## config.mk

```make
export PLATFORM = sky130hd
export DESIGN_NAME = free_list_block_allocator_unit
export DESIGN_NICKNAME = d
export VERILOG_FILES = /design/src/rtl/core/fla_pkg.sv /design/src/rtl/core/fla_step_unit.sv /design/src/rtl/core/fla_link_store.sv /design/src/rtl/core/free_list_block_allocator_unit.sv
export SDC_FILE = /design/constraint.sdc
export NUM_CORES = 2
export LEC_CHECK = 0
export ABC_AREA = 1
export BUFFER_PORTS_ARGS = -buffer_cell sky130_fd_sc_hd__buf_2
export CAP_MARGIN = 20
export CORE_MARGIN = 2
export CORE_UTILIZATION = 30
export CTS_BUF_LIST = sky130_fd_sc_hd__clkbuf_4 sky130_fd_sc_hd__clkbuf_8
export CTS_CLUSTER_DIAMETER = 30
export CTS_CLUSTER_SIZE = 25
export DETAILED_ROUTE_END_ITERATION = 8
export PLACE_DENSITY = 0.49
export SYNTH_ARGS = -nofsm -noshare
export SYNTH_HDL_FRONTEND = slang
export SYNTH_SLANG_ARGS = --single-unit
```

## constraint.sdc

```tcl
create_clock -name i_clk -period 25.8 [get_ports i_clk]
set_input_delay 5.16 -clock i_clk [delete_from_list [all_inputs] [get_ports i_clk]]
set_output_delay 5.16 -clock i_clk [all_outputs]
set_load 0.02 [all_outputs]
```

## src/rtl/core/fla_pkg.sv

```systemverilog
`timescale 1ns / 1ps

package fla_pkg;

    // fixed field widths
    localparam int unsigned IDX_W     = 8;
    localparam int unsigned CMD_W     = 3;
    localparam int unsigned STATUS_W  = 2;
    localparam int unsigned SIZE_W    = 13;
    localparam int unsigned OFFSET_W  = 20;
    localparam int unsigned CFG_IDX_W = 2;

    // command codes
    localparam logic [CMD_W-1:0] CMD_RESET   = 3'd0;
    localparam logic [CMD_W-1:0] CMD_ALLOC   = 3'd1;
    localparam logic [CMD_W-1:0] CMD_FREE    = 3'd2;
    localparam logic [CMD_W-1:0] CMD_QUERY   = 3'd3;
    localparam logic [CMD_W-1:0] CMD_RELEASE = 3'd4;

    // status codes
    localparam logic [STATUS_W-1:0] ST_OK        = 2'd0;
    localparam logic [STATUS_W-1:0] ST_NONE      = 2'd1;
    localparam logic [STATUS_W-1:0] ST_RANGE     = 2'd2;
    localparam logic [STATUS_W-1:0] ST_NOT_FOUND = 2'd3;

    // configuration register indexes
    localparam logic [CFG_IDX_W-1:0] CFG_NUM_BLOCKS = 2'd0;
    localparam logic [CFG_IDX_W-1:0] CFG_BLOCK_SIZE = 2'd1;

    // sequencer states
    typedef enum logic [3:0] {
        S_IDLE = 4'b0001,
        S_EXEC = 4'b0010,
        S_FILL = 4'b0100,
        S_WALK = 4'b1000
    } t_state;

    // operands for the shared add/compare unit
    typedef struct packed {
        logic [IDX_W-1:0] add_a;
        logic [IDX_W-1:0] add_b;
        logic [IDX_W-1:0] cmp_a;
        logic [IDX_W-1:0] cmp_b;
    } t_step_req;

    // results of the shared add/compare unit
    typedef struct packed {
        logic [IDX_W-1:0] sum;
        logic             eq;
        logic             lt;
    } t_step_res;

endpackage

```

## src/rtl/core/fla_step_unit.sv

```systemverilog
`timescale 1ns / 1ps

module fla_step_unit (
    input  fla_pkg::t_step_req i_req,
    output fla_pkg::t_step_res o_res
);

    // one 8-bit adder and one magnitude compare, shared by allocate, free, reset and query
    always_comb begin
        o_res.sum = i_req.add_a + i_req.add_b;
        o_res.eq  = (i_req.cmp_a == i_req.cmp_b);
        o_res.lt  = (i_req.cmp_a < i_req.cmp_b);
    end

endmodule

```

## src/rtl/core/fla_link_store.sv

```systemverilog
`timescale 1ns / 1ps

module fla_link_store #(
    parameter int unsigned DEPTH = 255
) (
    input  logic                      i_clk,
    input  logic                      i_rd_en,
    input  logic [fla_pkg::IDX_W-1:0] i_rd_addr,
    output logic [fla_pkg::IDX_W-1:0] o_rd_data,
    input  logic                      i_wr_en,
    input  logic [fla_pkg::IDX_W-1:0] i_wr_addr,
    input  logic [fla_pkg::IDX_W-1:0] i_wr_data
);

    localparam int unsigned AW = $clog2(DEPTH);

    logic [fla_pkg::IDX_W-1:0] r_mem [DEPTH];
    logic [fla_pkg::IDX_W-1:0] r_rd_data;
    logic                      r_rd_oob;
    logic                      rd_in_range;
    logic                      wr_in_range;

    assign rd_in_range = (i_rd_addr < fla_pkg::IDX_W'(DEPTH));
    assign wr_in_range = (i_wr_addr < fla_pkg::IDX_W'(DEPTH));

    // write port
    always_ff @(posedge i_clk) begin
        if (i_wr_en && wr_in_range) begin
            r_mem[i_wr_addr[AW-1:0]] <= i_wr_data;
        end
    end

    // registered read port, links past the store read as zero
    always_ff @(posedge i_clk) begin
        if (i_rd_en) begin
            r_rd_oob <= !rd_in_range;
            if (rd_in_range) begin
                r_rd_data <= r_mem[i_rd_addr[AW-1:0]];
            end
        end
    end

    assign o_rd_data = r_rd_oob ? '0 : r_rd_data;

endmodule

```

## src/rtl/core/free_list_block_allocator_unit.sv

```systemverilog
`timescale 1ns / 1ps

// Free-list allocator for up to MAX_BLOCKS equal-sized blocks. Links live in a
// single-port-read store; a head register and a free count go with them. Each
// command gives one result. Allocate, free, release and unused codes pass from
// idle to the execute state, which holds while a full output register waits.
// Reset list writes one link per cycle, n = min(num_blocks, MAX_BLOCKS) links.
// Query follows at most free_count links, one per cycle, through the store's
// registered read port. The block takes no new command while one is at work,
// but it does take one while a finished result still waits in the output
// register. Configuration writes are taken at any time and are meant for idle.
module free_list_block_allocator_unit #(
    parameter int unsigned MAX_BLOCKS = 255
) (
    input  logic                             i_clk,
    input  logic                             i_rst_n,
    // command channel
    input  logic                             i_valid,
    output logic                             o_ready,
    input  logic [fla_pkg::CMD_W-1:0]        i_cmd,
    input  logic [fla_pkg::IDX_W-1:0]        i_block_index,
    // result channel
    output logic                             o_valid,
    input  logic                             i_ready,
    output logic [fla_pkg::STATUS_W-1:0]     o_status,
    output logic [fla_pkg::IDX_W-1:0]        o_result_index,
    output logic [fla_pkg::OFFSET_W-1:0]     o_byte_offset,
    output logic [fla_pkg::IDX_W-1:0]        o_free_count,
    // configuration write channel
    input  logic                             i_cfg_valid,
    output logic                             o_cfg_ready,
    input  logic [fla_pkg::CFG_IDX_W-1:0]    i_cfg_index,
    input  logic [fla_pkg::SIZE_W-1:0]       i_cfg_data
);

    localparam int unsigned PROD_W = fla_pkg::IDX_W + fla_pkg::SIZE_W;
    localparam logic [fla_pkg::IDX_W-1:0] MAX_IDX = fla_pkg::IDX_W'(MAX_BLOCKS);

    fla_pkg::t_state r_state, n_state;

    logic [fla_pkg::IDX_W-1:0]    r_head, n_head;
    logic [fla_pkg::IDX_W-1:0]    r_count, n_count;
    logic [fla_pkg::IDX_W-1:0]    r_fill, n_fill;
    logic [fla_pkg::IDX_W-1:0]    r_left, n_left;
    logic                         r_first, n_first;
    logic [fla_pkg::CMD_W-1:0]    r_cmd;
    logic [fla_pkg::IDX_W-1:0]    r_idx;
    logic [fla_pkg::IDX_W-1:0]    r_num_blocks;
    logic [fla_pkg::SIZE_W-1:0]   r_block_size;

    logic                         r_out_valid;
    logic [fla_pkg::STATUS_W-1:0] r_status;
    logic [fla_pkg::IDX_W-1:0]    r_result_index;
    logic [fla_pkg::OFFSET_W-1:0] r_byte_offset;
    logic [fla_pkg::IDX_W-1:0]    r_free_count;

    logic                         in_xfer;
    logic                         out_free;
    logic                         commit;
    logic [fla_pkg::STATUS_W-1:0] res_status;
    logic [fla_pkg::IDX_W-1:0]    res_index;
    logic [fla_pkg::OFFSET_W-1:0] res_offset;
    logic [fla_pkg::IDX_W-1:0]    n_eff;
    logic [fla_pkg::IDX_W-1:0]    walk_cur;
    logic [PROD_W-1:0]            prod;

    logic                         rd_en;
    logic [fla_pkg::IDX_W-1:0]    rd_addr;
    logic [fla_pkg::IDX_W-1:0]    rd_data;
    logic                         wr_en;
    logic [fla_pkg::IDX_W-1:0]    wr_addr;
    logic [fla_pkg::IDX_W-1:0]    wr_data;

    fla_pkg::t_step_req step_req;
    fla_pkg::t_step_res step_res;

    assign o_ready     = (r_state == fla_pkg::S_IDLE);
    assign in_xfer     = i_valid && o_ready;
    assign out_free    = !r_out_valid || i_ready;
    assign o_cfg_ready = 1'b1;

    // blocks in use, capped at the store depth
    assign n_eff = (r_num_blocks > MAX_IDX) ? MAX_IDX : r_num_blocks;

    // offset of the block at the head
    assign prod = PROD_W'(r_head) * PROD_W'(r_block_size);

    // current position of a query walk
    assign walk_cur = r_first ? r_head : rd_data;

    fla_step_unit u_step (
        .i_req (step_req),
        .o_res (step_res)
    );

    fla_link_store #(
        .DEPTH (MAX_BLOCKS)
    ) u_store (
        .i_clk     (i_clk),
        .i_rd_en   (rd_en),
        .i_rd_addr (rd_addr),
        .o_rd_data (rd_data),
        .i_wr_en   (wr_en),
        .i_wr_addr (wr_addr),
        .i_wr_data (wr_data)
    );

    // sequencer
    always_comb begin
        n_state    = r_state;
        n_head     = r_head;
        n_count    = r_count;
        n_fill     = r_fill;
        n_left     = r_left;
        n_first    = r_first;
        step_req   = '0;
        rd_en      = 1'b0;
        rd_addr    = r_head;
        wr_en      = 1'b0;
        wr_addr    = r_fill;
        wr_data    = step_res.sum;
        commit     = 1'b0;
        res_status = fla_pkg::ST_OK;
        res_index  = '0;
        res_offset = '0;

        unique case (r_state)
            fla_pkg::S_IDLE: begin
                if (in_xfer) begin
                    // fetch the head link for a possible allocate
                    rd_en = 1'b1;
                    priority if (i_cmd == fla_pkg::CMD_RESET) begin
                        n_state = fla_pkg::S_FILL;
                        n_fill  = '0;
                    end else if (i_cmd == fla_pkg::CMD_QUERY) begin
                        n_state = fla_pkg::S_WALK;
                        n_first = 1'b1;
                        n_left  = r_count;
                    end else begin
                        n_state = fla_pkg::S_EXEC;
                    end
                end
            end

            fla_pkg::S_EXEC: begin
                commit = out_free;
                if (out_free) begin
                    n_state = fla_pkg::S_IDLE;
                end
                unique case (r_cmd)
                    fla_pkg::CMD_ALLOC: begin
                        step_req.add_a = r_count;
                        step_req.add_b = '1;
                        if (r_count == '0) begin
                            res_status = fla_pkg::ST_NONE;
                        end else begin
                            res_index  = r_head;
                            res_offset = prod[fla_pkg::OFFSET_W-1:0];
                            if (out_free) begin
                                n_head  = rd_data;
                                n_count = step_res.sum;
                            end
                        end
                    end
                    fla_pkg::CMD_FREE: begin
                        step_req.add_a = r_count;
                        step_req.add_b = fla_pkg::IDX_W'(1);
                        step_req.cmp_a = r_idx;
                        step_req.cmp_b = n_eff;
                        if (step_res.lt) begin
                            wr_addr = r_idx;
                            wr_data = r_head;
                            if (out_free) begin
                                wr_en   = 1'b1;
                                n_head  = r_idx;
                                n_count = step_res.sum;
                            end
                        end else begin
                            res_status = fla_pkg::ST_RANGE;
                        end
                    end
                    fla_pkg::CMD_RELEASE: begin
                        if (out_free) begin
                            n_head  = '0;
                            n_count = '0;
                        end
                    end
                    default: begin
                    end
                endcase
            end

            fla_pkg::S_FILL: begin
                // link block i to block i + 1, one entry per cycle
                step_req.add_a = r_fill;
                step_req.add_b = fla_pkg::IDX_W'(1);
                step_req.cmp_a = r_fill;
                step_req.cmp_b = n_eff;
                if (step_res.lt) begin
                    wr_en  = 1'b1;
                    n_fill = step_res.sum;
                end else if (out_free) begin
                    commit  = 1'b1;
                    n_head  = '0;
                    n_count = n_eff;
                    n_state = fla_pkg::S_IDLE;
                end
            end

            fla_pkg::S_WALK: begin
                // follow one link per cycle, at most free_count entries
                step_req.add_a = r_left;
                step_req.add_b = '1;
                step_req.cmp_a = walk_cur;
                step_req.cmp_b = r_idx;
                if (r_left == '0 || step_res.eq) begin
                    res_status = (r_left == '0) ? fla_pkg::ST_NOT_FOUND : fla_pkg::ST_OK;
                    if (out_free) begin
                        commit  = 1'b1;
                        n_state = fla_pkg::S_IDLE;
                    end
                end else begin
                    rd_en   = 1'b1;
                    rd_addr = walk_cur;
                    n_left  = step_res.sum;
                    n_first = 1'b0;
                end
            end

            default: begin
                n_state = fla_pkg::S_IDLE;
            end
        endcase
    end

    // control state
    always_ff @(posedge i_clk) begin
        if (!i_rst_n) begin
            r_state <= fla_pkg::S_IDLE;
            r_head  <= '0;
            r_count <= '0;
            r_fill  <= '0;
            r_left  <= '0;
            r_first <= 1'b0;
        end else begin
            r_state <= n_state;
            r_head  <= n_head;
            r_count <= n_count;
            r_fill  <= n_fill;
            r_left  <= n_left;
            r_first <= n_first;
        end
    end

    // command capture on transfer
    always_ff @(posedge i_clk) begin
        if (in_xfer) begin
            r_cmd <= i_cmd;
            r_idx <= i_block_index;
        end
    end

    // configuration registers
    always_ff @(posedge i_clk) begin
        if (!i_rst_n) begin
            r_num_blocks <= fla_pkg::IDX_W'(255);
            r_block_size <= fla_pkg::SIZE_W'(16);
        end else if (i_cfg_valid) begin
            if (i_cfg_index == fla_pkg::CFG_NUM_BLOCKS) begin
                r_num_blocks <= i_cfg_data[fla_pkg::IDX_W-1:0];
            end else if (i_cfg_index == fla_pkg::CFG_BLOCK_SIZE) begin
                r_block_size <= i_cfg_data;
            end
        end
    end

    // output register
    always_ff @(posedge i_clk) begin
        if (!i_rst_n) begin
            r_out_valid <= 1'b0;
        end else if (commit) begin
            r_out_valid <= 1'b1;
        end else if (i_ready) begin
            r_out_valid <= 1'b0;
        end
    end

    always_ff @(posedge i_clk) begin
        if (commit) begin
            r_status       <= res_status;
            r_result_index <= res_index;
            r_byte_offset  <= res_offset;
            r_free_count   <= n_count;
        end
    end

    assign o_valid        = r_out_valid;
    assign o_status       = r_status;
    assign o_result_index = r_result_index;
    assign o_byte_offset  = r_byte_offset;
    assign o_free_count   = r_free_count;

endmodule
```

### Word-level counts from Yosys, hierarchy flattened

Memory sizes are Yosys's and may differ from the RTL's. A register that Yosys moved wholly into a read port is not among the register bits.
Cells that the tools add are included.

* register bits after elaboration: 109
* memory bits (writable): 2040
* input bits: 31
* output and inout port bits: 41
* logic and storage cells: 143
* memories kept: 1

* $add $sub $neg: 1
* multiply operators: 1
* order comparisons: 4
* eq/ne operators: 23
* muxes and demuxes: 72
* bitwise operators: 3
* reduce and logical (&&, ||, !) cells: 22

Memory list
* u_store.r_mem: words 255, bits a word 8, rd ports 1, clocked after memory_dff 1, wr ports 1, line fla_link_store.sv:17 `logic [fla_pkg::IDX_W-1:0] r_mem [DEPTH];`

Operators with widths (number)
* 8-bit two-way mux: 30
* 32-bit one-hot mux with 3 select lines: 1
* 8-bit one-hot mux with 2 select lines: 4
* 8-bit one-hot mux with 3 select lines: 2
* 16-bit one-hot mux with 2 select lines: 1
* 4-bit two-way mux: 6
* 8-bit by 13-bit multiplier with 20-bit output: 1
* 1-bit two-way mux: 17
* 8-bit logical NOT: 2
* 8-bit less-than comparator (second input constant): 2
* 16-bit two-way mux: 1
* 4-bit one-hot mux with 4 select lines: 1
* 3-bit inequality test (second input constant): 4
* 2-bit inequality test (second input constant): 5
* 8-bit adder: 1
* 8-bit == test: 1
* 8-bit greater-than comparator (second input constant): 1
* 8-bit less-than comparator: 1
* 2-bit one-hot mux with 2 select lines: 2
* 2-bit nonzero test: 4
* 7-bit AND reduction: 1
* 3-bit by 2-bit == test with 1-bit output (second input constant): 2
* 2-bit two-way mux: 3
* 2-bit by 1-bit inequality test with 1-bit output (second input constant): 3
* 21 further kinds: 30

### Logic depth before layout (Yosys ltp)

* depth in word-level cells: 12
* mapped depth: 29
* gate-level depth less buffers: 26

### By module

From an unflattened synthesis, not the netlist that was laid out.

* cell total of the unflattened synthesis: 9329
* area, all modules: 96097.2 um^2

Modules (own cells, without submodules)
* fla_link_store: instances 1, cells each 7966, area each 86366.6 um^2, sequential area each 61529.0 um^2
* free_list_block_allocator_unit: instances 1, cells each 1269, area each 9147.5 um^2, sequential area each 2652.5 um^2
* fla_step_unit: instances 1, cells each 94, area each 583.1 um^2, sequential area each 0.0 um^2

### Worst setup path after synthesis

OpenSTA, ideal clock, no wires.

* kind: register to register
* start: reg r_state[1]
* end: mem u_store.r_mem[0][2] in the netlist's numbering (data pin)
* library setup time: 2.179 ns
* arrival time: 12.485 ns
* required time: 23.621 ns
* path slack: 11.136 ns
* stages on the path, launching flop included: 17
* buffers on the path: 2
* period minus slack after synthesis: 14.664 ns
* cells stage by stage: dfxtp_1 > nor2_1 > nand3_1 > inv_1 > clkbuf_1 > nor2_1 > inv_1 > a22oi_1 > ha_1 > a21oi_1 > nor2_1 > a211oi_1 > nand2_2 > nor2_4 > inv_4 > buf_2 > o21ai_0

* longest elaborated chain between the ends: 6

Ends and longest elaborated chain
* start: declaration: line free_list_block_allocator_unit.sv:39 `fla_pkg::t_state r_state, n_state;`
* start signal: assignment: line free_list_block_allocator_unit.sv:239 `r_state <= fla_pkg::S_IDLE;`
* start signal: assignment: line free_list_block_allocator_unit.sv:246 `r_state <= n_state;`
* 4-bit == test, or another cell as far along: line free_list_block_allocator_unit.sv:127 `unique case (r_state)`
* 32-bit one-hot mux with 3 select lines: line free_list_block_allocator_unit.sv:127
* 8-bit adder or 8-bit less-than comparator (tied branches): line fla_step_unit.sv:10, fla_step_unit.sv:12
* 8-bit two-way mux: line free_list_block_allocator_unit.sv:170 `if (step_res.lt) begin`
* 8-bit two-way mux: line free_list_block_allocator_unit.sv:150 `unique case (r_cmd)`
* 8-bit two-way mux (*): line free_list_block_allocator_unit.sv:127
* net u_store.i_wr_data, one bit: line fla_link_store.sv:12 `input logic [fla_pkg::IDX_W-1:0] i_wr_data`
* end: declaration: line fla_link_store.sv:17

The timed path passes the listed nets; every way through them passes the cells marked *.

### Worst setup path after layout

* start: reg r_cmd[0] in the netlist's numbering
* end: reg u_store.r_rd_data[3] in the netlist's numbering (read register of u_store.r_mem) (data pin)

* longest elaborated chain between the ends: 9

Ends and longest elaborated chain
* start: declaration: line free_list_block_allocator_unit.sv:46 `logic [fla_pkg::CMD_W-1:0] r_cmd;`
* start signal: assignment: line free_list_block_allocator_unit.sv:258 `r_cmd <= i_cmd;`
* 3-bit by 2-bit == test with 1-bit output (*): line free_list_block_allocator_unit.sv:150
* 16-bit two-way mux (*): line free_list_block_allocator_unit.sv:150
* 32-bit one-hot mux with 3 select lines (*): line free_list_block_allocator_unit.sv:127
* 8-bit == test (*): line fla_step_unit.sv:11 `o_res.eq = (i_req.cmp_a == i_req.cmp_b);`
* 1-bit logical OR (*): line free_list_block_allocator_unit.sv:216 `if (r_left == '0 || step_res.eq) begin`
* 8-bit two-way mux: line free_list_block_allocator_unit.sv:216
* 8-bit two-way mux: line free_list_block_allocator_unit.sv:127
* 8-bit less-than comparator: line fla_link_store.sv:23 `assign rd_in_range = (i_rd_addr < fla_pkg::IDX_W'(DEPTH));`
* 2-bit AND reduction (no source line)
* end: declaration: line fla_link_store.sv:18 `logic [fla_pkg::IDX_W-1:0] r_rd_data;`

Every way passes the cells marked *; elsewhere a longest branch is shown, timed or not.
A chain may end at the register's enable or synchronous reset.

==> results by group <==
Place
  – Routability Congestion: a little under 0.9
  – # port buffers: 70
  – Detail Placement HPWL: 169.4 mm
  – Post-Place Cells: 12,410

Routing
  – WL final: 289.7 mm
  – Detailed-route via count: 64,720
  – Router iterations before antenna repair: 8
  – Drt wl/cell: 21.82 um
  – Post-route DRC: 1
  – Post-route ant nets: 0
  – Vias per cell: 4.873
  – Iter 0 DRT Violations: 6,797

STA
  – Setup_tns: 0 ns
  – Endpoints failing setup: 0
  – Worst clock skew: 0.1235 ns
  – Tmin final: 8.110 ns
  – Pin slew with the least headroom to its limit: 1.118 ns
  – Slew Limit Fails: 0
  – RSZ-0062 raised after global routing: no
  – Final hold violations: 0
  – Fin crit share: 0.3143
  – Slew margin rel.: 0.2530
  – Maximum clock rate: roughly 120 MHz

Clock tree
  – Number of hold buffers added after CTS: 0
  – Clock sink count: between 2,000 and 2,500
  – Clk_lat worst skew: roughly 1 ns
  – Clock Pin Slew Worst Setup and Hold Paths: 0.06 ns
  – Postcts setup bufs: 0
  – Root buffer cell: clkbuf_8
  – Maximum root-to-sink buffer count: 4
  – CTS Buf Count: 454
  – CTS tree: done
  – Resized Gates After CTS: 0
  – H-tree depth: 5

Status
  – Status: finished with violations
  – Failing checks: design-rule violations

Power
  – Maximum vdd drop: between 0.04 and 0.05 mV
  – Sequential power share: 0.457
  – Power, Total: 8.399 mW
  – Leakage power total: 41.33 nW
  – Combinational Power Share: 0.032
  – Switch Pwr: between 1.5 and 2 mW
  – Pwr/cell area: 77.34 nW/um2
  – Cell internal pwr: about 6.5 mW
  – Net switching share of the total power: 0.2278
  – Clock power frac: 0.511

Worst setup path
  – CP Class: flip-flop to flip-flop
  – Crit-path leading delay family: simple AND/OR/NAND/NOR gates
  – Critical Path Max Stage Delay: 0.88 ns
  – Arr. time, crit path: ~9 ns
  – Setup crit end kind: flip-flop
  – Crit path buffers/inverters: 5
  – Crit path required time: between 20 and 30 ns
  – Setup slack, reg-to-reg: 17.69 ns
  – Maximum fanout along the worst path: 85
  – CP max-delay cell: nand2_4
  – Worst setup SP type: flip-flop

Final layout
  – Final Core Density: 0.3513
  – Commonest non-fill, non-tap cell in the layout: nand2_1
  – Final #Nets: between 8,000 and 9,000
  – Most frequent cells in the layout: 3,198 x nand2_1, 2,098 x edfxtp_1, 1,256 x nand3_1
  – Filler-free cell count of the finished design: 13,280
  – Filler cell count: between 30,000 and 40,000
  – P&R area growth vs syn: 16.36%
  – Share of cells above drive strength 1: 0.1183

Floorplanning
  – Total core area: 309,100 um2
  – Initial Utilization: 0.3019
  – IO Pins: 72
  – Standard-cell rows: 204
  – Die extent in y: around 560 um
  – DIE AREA: 315,600 um2
  – Die Width: 561.8 um

Global routing
  – First-pass GRT wire length: 421.9 mm
  – Vias in the first global route: around 64,000
  – Largest net degree at the start of global routing: 181
  – Tot GR Track Use: 0.1782
  – Initial antenna violation count: 9
  – Overflow after GRT: 0

Logic synthesis
  – Yosys warnings: 0
  – Synthesized net count: 8,768
  – Synth cell types: 49
  – Seq/Total Area, Yosys: 0.6877
  – EDFF count, synth: 2,098
  – Yosys top cell by area: edfxtp_1
  – Syn avg cell area: 10.83 um2
  – Prevailing post-synth register cell: edfxtp_1
  – Seq cells post-synth: 2,157
  – Synth async-reset ratio: 0
  – Area share of the largest cell type after synthesis: 0.6751
  – Top cells by area, synth: edfxtp_1 68%, nand2_1 13%, nand3_1 6.7%, a21oi_1 1.7%, nor2_1 1.6%
  – Post-Syn Instances: around 8,600
  – Cell Area, Synth: ~93,000 um2

Run
  – Total of max-cap violations: 0

Worst hold path
  – Hold Crit Class: flip-flop to flip-flop
-- kinds of logic after synthesis --
family / share of synthesized area
AND/OR/NAND/NOR: 0.2201
flip-flops: 0.6877
buffers and inverters: 0.04306
AO/OA/AOI/OAI: 0.02650
adder cells (fa/ha/maj): 0.02140
XOR/XNOR: 0.001220
other: 0.00004018
-- sequential cells by signal, summed over array words and instances (netlist names) --
name	cells
o_byte_offset	20
o_free_count	8
o_result_index	8
o_status	2
o_valid	1
r_block_size	13
r_cmd	3
r_count	8
r_fill	8
r_first	1
r_head	8
r_idx	8
r_left	8
r_num_blocks	8
r_state	4
u_store.r_mem	2040
u_store.r_rd_data	8
u_store.r_rd_oob	1
-- worst paths after layout --
| kind | to | start | depth (start not counted) |
|---|---|---|---|
| setup / recovery | u_store.r_rd_data[3]$_DFFE_PP_ | r_cmd[0]$_DFFE_PP_ | 26 |
| hold / removal | r_left[7]$_SDFFE_PN0P_ | r_left[7]$_SDFFE_PN0P_ | 2 |
| setup reg to reg | u_store.r_rd_data[3]$_DFFE_PP_ | r_cmd[0]$_DFFE_PP_ | 26 |
| hold reg to reg | r_left[7]$_SDFFE_PN0P_ | r_left[7]$_SDFFE_PN0P_ | 2 |
-- worst register-to-register path: stages, from the launching register on --
cell	delay, ns
edfxtp_1	0.42
inv_1	0.09
nand3_1	0.45
nor2_2	0.34
nor2_1	0.09
inv_1	0.21
a22oi_1	0.11
ha_1	0.33
nand2_1	0.09
nor2_2	0.15
nand2_2	0.15
nand3_4	0.26
nand2_4	0.52
nand2_4	0.96
buf_4	0.81
buf_4	0.70
buf_4	0.66
nand2_1	0.15
nand3_1	0.13
nand3_1	0.14
nand2_1	0.13
nand3_1	0.19
nand3_1	0.26
nand3_1	0.37
nand2_1	0.19
nand2_1	0.08
nand2_1	0.07
-- per-layer routing --
| layer | part of all wire | GRT usage | vias to the layer above |
|---|---|---|---|
| met5 | 0.00012 | 0 | - |
| met4 | 0.029 | 0.05789 | 6 |
| met3 | 0.067 | 0.02843 | 496 |
| met2 | 0.47 | 0.2894 | 2322 |
| met1 | 0.44 | 0.2429 | 32070 |
| li1 | - | - | 29820 |
-- synthesized netlist by cell type, types with 27 or more instances --
library cell and count:
a21oi_1 321, buf_1 27, buf_2 248, buf_4 60
clkbuf_1 164, dfxtp_1 59, edfxtp_1 2098, fa_1 66
ha_1 54, inv_1 377, nand2_1 3210, nand3_1 1257
nor2_1 392, nor3_1 35, o21ai_0 70
-- area by class of cell --
| cell class | instances | area [um2] | area share |
|---|---|---|---|
| Timing Repair Buffer | 202 | 1521 | 0.01401 |
| Inverter | 394 | 1501 | 0.01383 |
| Clock buffer | 500 | 6625 | 0.06101 |
| Clock inverter | 351 | 4263 | 0.03925 |
| Sequential cell | 2157 | 64180 | 0.5910 |
| Tap cell | 4120 | 5155 | 0.04747 |
| Antenna cell | 1 | 2.502 | 0.00002304 |
| Multi-Input combinational cell | 5556 | 25350 | 0.2334 |
-- power by group through the flow --
stage	Combinational, mW	Sequential [mW]	Clock, mW
CTS	0.267	3.83	4.36
global placement	0.267	3.91	0
detailed placement	0.266	3.91	0
floorplan	0.156	3.92	0
finish	0.269	3.83	4.30
global route	0.290	3.83	4.52
-- stage by stage --
stage               instance area, um2  setup slack [ns]  hold slack [ns]
floorplan                        93330             11.14           0.4437
global placement                 97400             16.91           0.4593
detailed placement               97450             16.77           0.4588
CTS                             108300             17.51           0.4675
global route                    108600             17.15           0.5053
finish                          108600             17.69           0.4679
No activity file was read; power rests on OpenSTA's default activity.
